[src/tvo_pkg.sv]
// Package for the triangle/voxel overlap test.
// Register indexes, field widths and reset values; no dependencies.
`default_nettype none
package tvo_pkg;
  localparam int COORD_W = 32;
  localparam int SIZE_W  = 31;
  localparam int TOL_W   = 16;
  localparam int CFG_IW  = 3;
  localparam int CFG_DW  = 32;

  localparam logic [CFG_IW-1:0] REG_ORIGIN_X = 3'd0;
  localparam logic [CFG_IW-1:0] REG_ORIGIN_Y = 3'd1;
  localparam logic [CFG_IW-1:0] REG_ORIGIN_Z = 3'd2;
  localparam logic [CFG_IW-1:0] REG_SIZE_X   = 3'd3;
  localparam logic [CFG_IW-1:0] REG_SIZE_Y   = 3'd4;
  localparam logic [CFG_IW-1:0] REG_SIZE_Z   = 3'd5;
  localparam logic [CFG_IW-1:0] REG_TOL      = 3'd6;

  localparam logic [SIZE_W-1:0] SIZE_RESET = 31'd65536;
endpackage
`default_nettype wire

[src/tvo_axis.sv]
// Interval test on one axis: min/max of three projections, clamp to the
// box radius, compare against tolerance. Uses tvo_pkg.
`default_nettype none
module tvo_axis #(
  parameter int W = 46
) (
  input  wire logic                        clk,
  input  wire logic signed [W-1:0]         p0,
  input  wire logic signed [W-1:0]         p1,
  input  wire logic signed [W-1:0]         p2,
  input  wire logic signed [W-1:0]         r,
  input  wire logic [tvo_pkg::TOL_W-1:0]   tol,
  output logic                             sep
);
  import tvo_pkg::*;

  logic signed [W-1:0] m01, x01;
  logic signed [W-1:0] pmin, pmax, r1;
  logic signed [W-1:0] hi, lo;
  logic signed [W+1:0] diff;

  assign m01 = (p1 < p0) ? p1 : p0;
  assign x01 = (p0 < p1) ? p1 : p0;

  always_ff @(posedge clk) begin
    pmin <= (p2 < m01) ? p2 : m01;
    pmax <= (x01 < p2) ? p2 : x01;
    r1   <= r;
    hi   <= (pmax < r1) ? pmax : r1;
    lo   <= (pmin < -r1) ? -r1 : pmin;
    sep  <= diff[W+1];
  end

  // twice the tolerance, since projections are at double scale
  assign diff = (W+2)'(hi) - (W+2)'(lo) + $signed((W+2)'({tol, 1'b0}));
endmodule
`default_nettype wire

[config.mk]
export PLATFORM = sky130hd
export DESIGN_NAME = tvo_axis
export DESIGN_NICKNAME = d
export VERILOG_FILES = /design/src/tvo_pkg.sv /design/src/tvo_axis.sv
export SDC_FILE = /design/constraint.sdc
export NUM_CORES = 1
export LEC_CHECK = 0
export ABC_AREA = 1
export BUFFER_PORTS_ARGS = -buffer_cell sky130_fd_sc_hd__buf_2
export CORE_ASPECT_RATIO = 0.9
export CORE_MARGIN = 10
export CORE_UTILIZATION = 40
export CTS_CLUSTER_DIAMETER = 120
export CTS_CLUSTER_SIZE = 10
export DETAILED_ROUTE_END_ITERATION = 10
export PLACE_DENSITY_LB_ADDON = 0.1
export SYNTH_ARGS = -nofsm -noshare
export SYNTH_HDL_FRONTEND = slang
export SYNTH_SLANG_ARGS = --single-unit
[constraint.sdc]
create_clock -name clk -period 4.91 [get_ports clk]
set_clock_uncertainty 0.05 [all_clocks]
set_input_delay 0.982 -clock clk [delete_from_list [all_inputs] [get_ports clk]]
set_output_delay 0.982 -clock clk [all_outputs]
set_load 0.01 [all_outputs]
==> flow_summary.ini <==
[grt]
use_met1_pct = 32.7
overflow = 0
grt_max_degree = 85
grt_usage_pct = 21.1
use_met2_pct = 29.9
top_usage_layer = met1
gr-usage-met3_pct = 3.09
grt_pass1_vias = 16100
grt_pass1_wl_mm = 87.5
antenna_found_initial = 5

[finish]
finalNonFillerCells = 3378
fill_cells = 3940
regArea_um2 = 4630
final_common_cell = nand2_1
syn2layout_area_growth_pct = 37.2
final_cell_mix = nand2_1, inv_1, buf_4
fin_nets = 3347
multi_input_area_um2 = 11300
drive_above_1_share_pct = 26.8

[floorplan]
coreArea_um2 = 41700
dieArea_um2 = 50700
die_x_um = 236
pin_count = 202
rows = 71
die_h_um = 215
start_util_pct = 40.4

[yosys]
synth_area_per_cell_um2 = 7.30
synthMuxAreaShare_pct = 0
synthAdderAreaFrac_pct = 24.3
synth_edf_count = 0
yosys_warnings = 0
yosysSeqAreaShare_pct = 27.5
syn_area_um2 = 16800
yosys.area.top_type = dfxtp_1
netlist_instances = 2305
ys_async_sr_fraction_pct = 0
synth_cell_types = 45
ys_top_cells_by_area = dfxtp_1, ha_1, nand2_1
synth-xor-area-share_pct = 1.93
synth_top_area_share_pct = 27.5
synth_compound_area_share_pct = 12.1
ys_ff_latch = 231
synth_nets = 2823
ys.flop_type = dfxtp_1
synth_top_family_by_area = adder cells
synth_simple_gate_area_share_pct = 23.5

[placed_design]
io_buffers = 201
post-dp-hpwl_mm = 47.1
dp.cells = 3307
gp_congestion = 0.924

[setup_path]
cp_max_fo = 7
cp-startpoint = p1[44]
critPathArrivalTime_ns = 5.24
critical_path_required_ns = 5.33
reg2regPathDepth = 28
rr_startpoint = r1[1]
crit_path_end_kind = register
start_kind = primary input
criticalPathCategory = in -> reg

[routing]
routedWlPerCell_um = 17.2
drtIter0Drc = 1240
wirelength_mm = 58.2
via_per_inst = 4.94
vias = 16700
first_pass_iters = 5
drc = 0
ant_nets = 0

[power]
powerDensity_nw_per_um2 = 463
pwr-share-seq_pct = 28.5
netSwitchingPower_mw = 4.45
clock_power_share_pct = 15.9
swShare_pct = 41.7
p_comb_share_pct = 55.7
irDropWorstVdd_mv = 0.283
power_leakage_nw = 12.3
p_int_mw = 6.23

[sta]
fin_crit_sh_pct = 98.2
whs_ns = 0.417
max_slew_margin_pct = 34.1
tightest_slew_ns = 0.964
fin_setup_tns_ns = 0
fmax_mhz = 207
setup_viol = 0
hold_violations = 0
layout_min_cycle_time_ns = 4.82
rsz0062_at_grt = true
slew_viol_final = 0

[clock_tree]
insertion_delay_ns = 0.55
clock-root-buffer = clkbuf_16
cts_tree = built
cts_buffer_depth = 3
cts.sinks = 231
cts_buffers = 27
htree_levels = 1
clk_pin_slew_ns = 0.06

[min_path]
whs_path_depth = 2
holdCritPathClass = reg -> reg
worstHoldStart = pmin[1]

[outcome]
outcome = finished, final reports clean

[run]
maxCapViolations = 0
state kept, by name, indices dropped and copies added, names as in the netlist:
name / count
hi: 46
lo: 46
pmax: 46
pmin: 46
r1: 46
sep: 1
routing by layer:
layer  part of all wire [%]  up-vias
met2                     41      429
li1                       -     8664
met1                     52     7509
met4                    1.7        8
met3                    5.4       65
met5                  0.088        -
synth_stat cells, types with 3 or more instances:
cell       count
a2111oi_0      4
nor3_1        26
o2111ai_1      3
a21o_1         4
and2_1         3
nor4b_1        4
nand3_1      221
xor2_1        37
o21ai_2        4
buf_2         32
nand4_1       39
nand2_2        7
o21ai_0      199
nor2_1        78
o221ai_1       7
nor2_2         4
a21oi_1      110
buf_4          6
nor4_1        11
nand3_2        7
o211ai_1       5
clkbuf_1      32
nand2_1      479
dfxtp_1      231
ha_1         301
fa_1          16
a211oi_1      18
o21ai_1        7
inv_1        387
nor3_4         3
power groups by stage:
stage	Clock (mW)	Sequential (mW)	Combinational [mW]
floorplan	0	2.86	3.31
global placement	0	3.04	5.06
detailed placement	0	3.05	5.18
CTS	1.74	3.01	5.22
global route	1.80	3.11	6.75
finish	1.69	3.04	5.94
critical path, cell delays in order:
cell       delay (ns)
buf_2            0.11
inv_1            0.11
ha_4             0.21
nand2_2          0.10
nor2_1           0.06
nor2_1           0.13
nand2_2          0.08
a21oi_4          0.18
nand4_1          0.32
buf_6            0.25
nand2_8          0.09
clkbuf_16        0.15
o21ai_2          0.06
ha_1             0.28
nand2_1          0.07
inv_1            0.05
nand4_1          0.22
nor4b_4          0.37
nand3_2          0.18
nor4b_2          0.32
nand2_2          0.17
buf_6            0.16
nand3_4          0.19
clkbuf_16        0.20
nand3_1          0.07
nand2_1          0.12
cell families (layout without fill, tap and decap cells):
group | Yosys count | after routing
AND/OR/NAND/NOR | 888 | 890
buffers and inverters | 460 | 983
other | 0 | 1
AO/OA/AOI/OAI | 372 | 372
adder cells (fa/ha/maj) | 317 | 317
XOR/XNOR | 37 | 37
flip-flops | 231 | 231
repair_timing:
action,4_1_cts,5_1_grt
cloned,0,25
setup endpoints to repair,46,138
pin swaps,0,48
hold buffers,0,0
gates resized for setup,4,226
setup buffers,0,17
final timing paths:
check	end	slack, ns
hold reg to reg	lo[1]	0.42
setup / recovery	pmax[3]	0.09
setup reg to reg	lo[10]	0.17
hold / removal	lo[1]	0.42
area by class of cell:
type,instances,area share (%)
Multi-Input combinational cell,1616,48.8
Sequential cell,231,20.1
Timing Repair Buffer,564,18.8
Inverter,389,6.34
Tap cell,547,2.97
Clock buffer,28,2.94
Clock inverter,2,0.0759
Antenna cell,1,0.0108
per-stage QoR:
step	utilization (%)	worst slack [ns]	area, um^2	total power, mW
final	55.4	0.0899	23100	10.7
after global routing	55.4	-0.108	23100	11.7
after CTS	51.8	0.0428	21600	9.98
after detailed placement	50.1	-0.825	20900	8.23
after global placement	50.1	-0.785	20900	8.09
after floorplan	-	0.147	16800	6.17
Power figures use the tool's default switching activity.
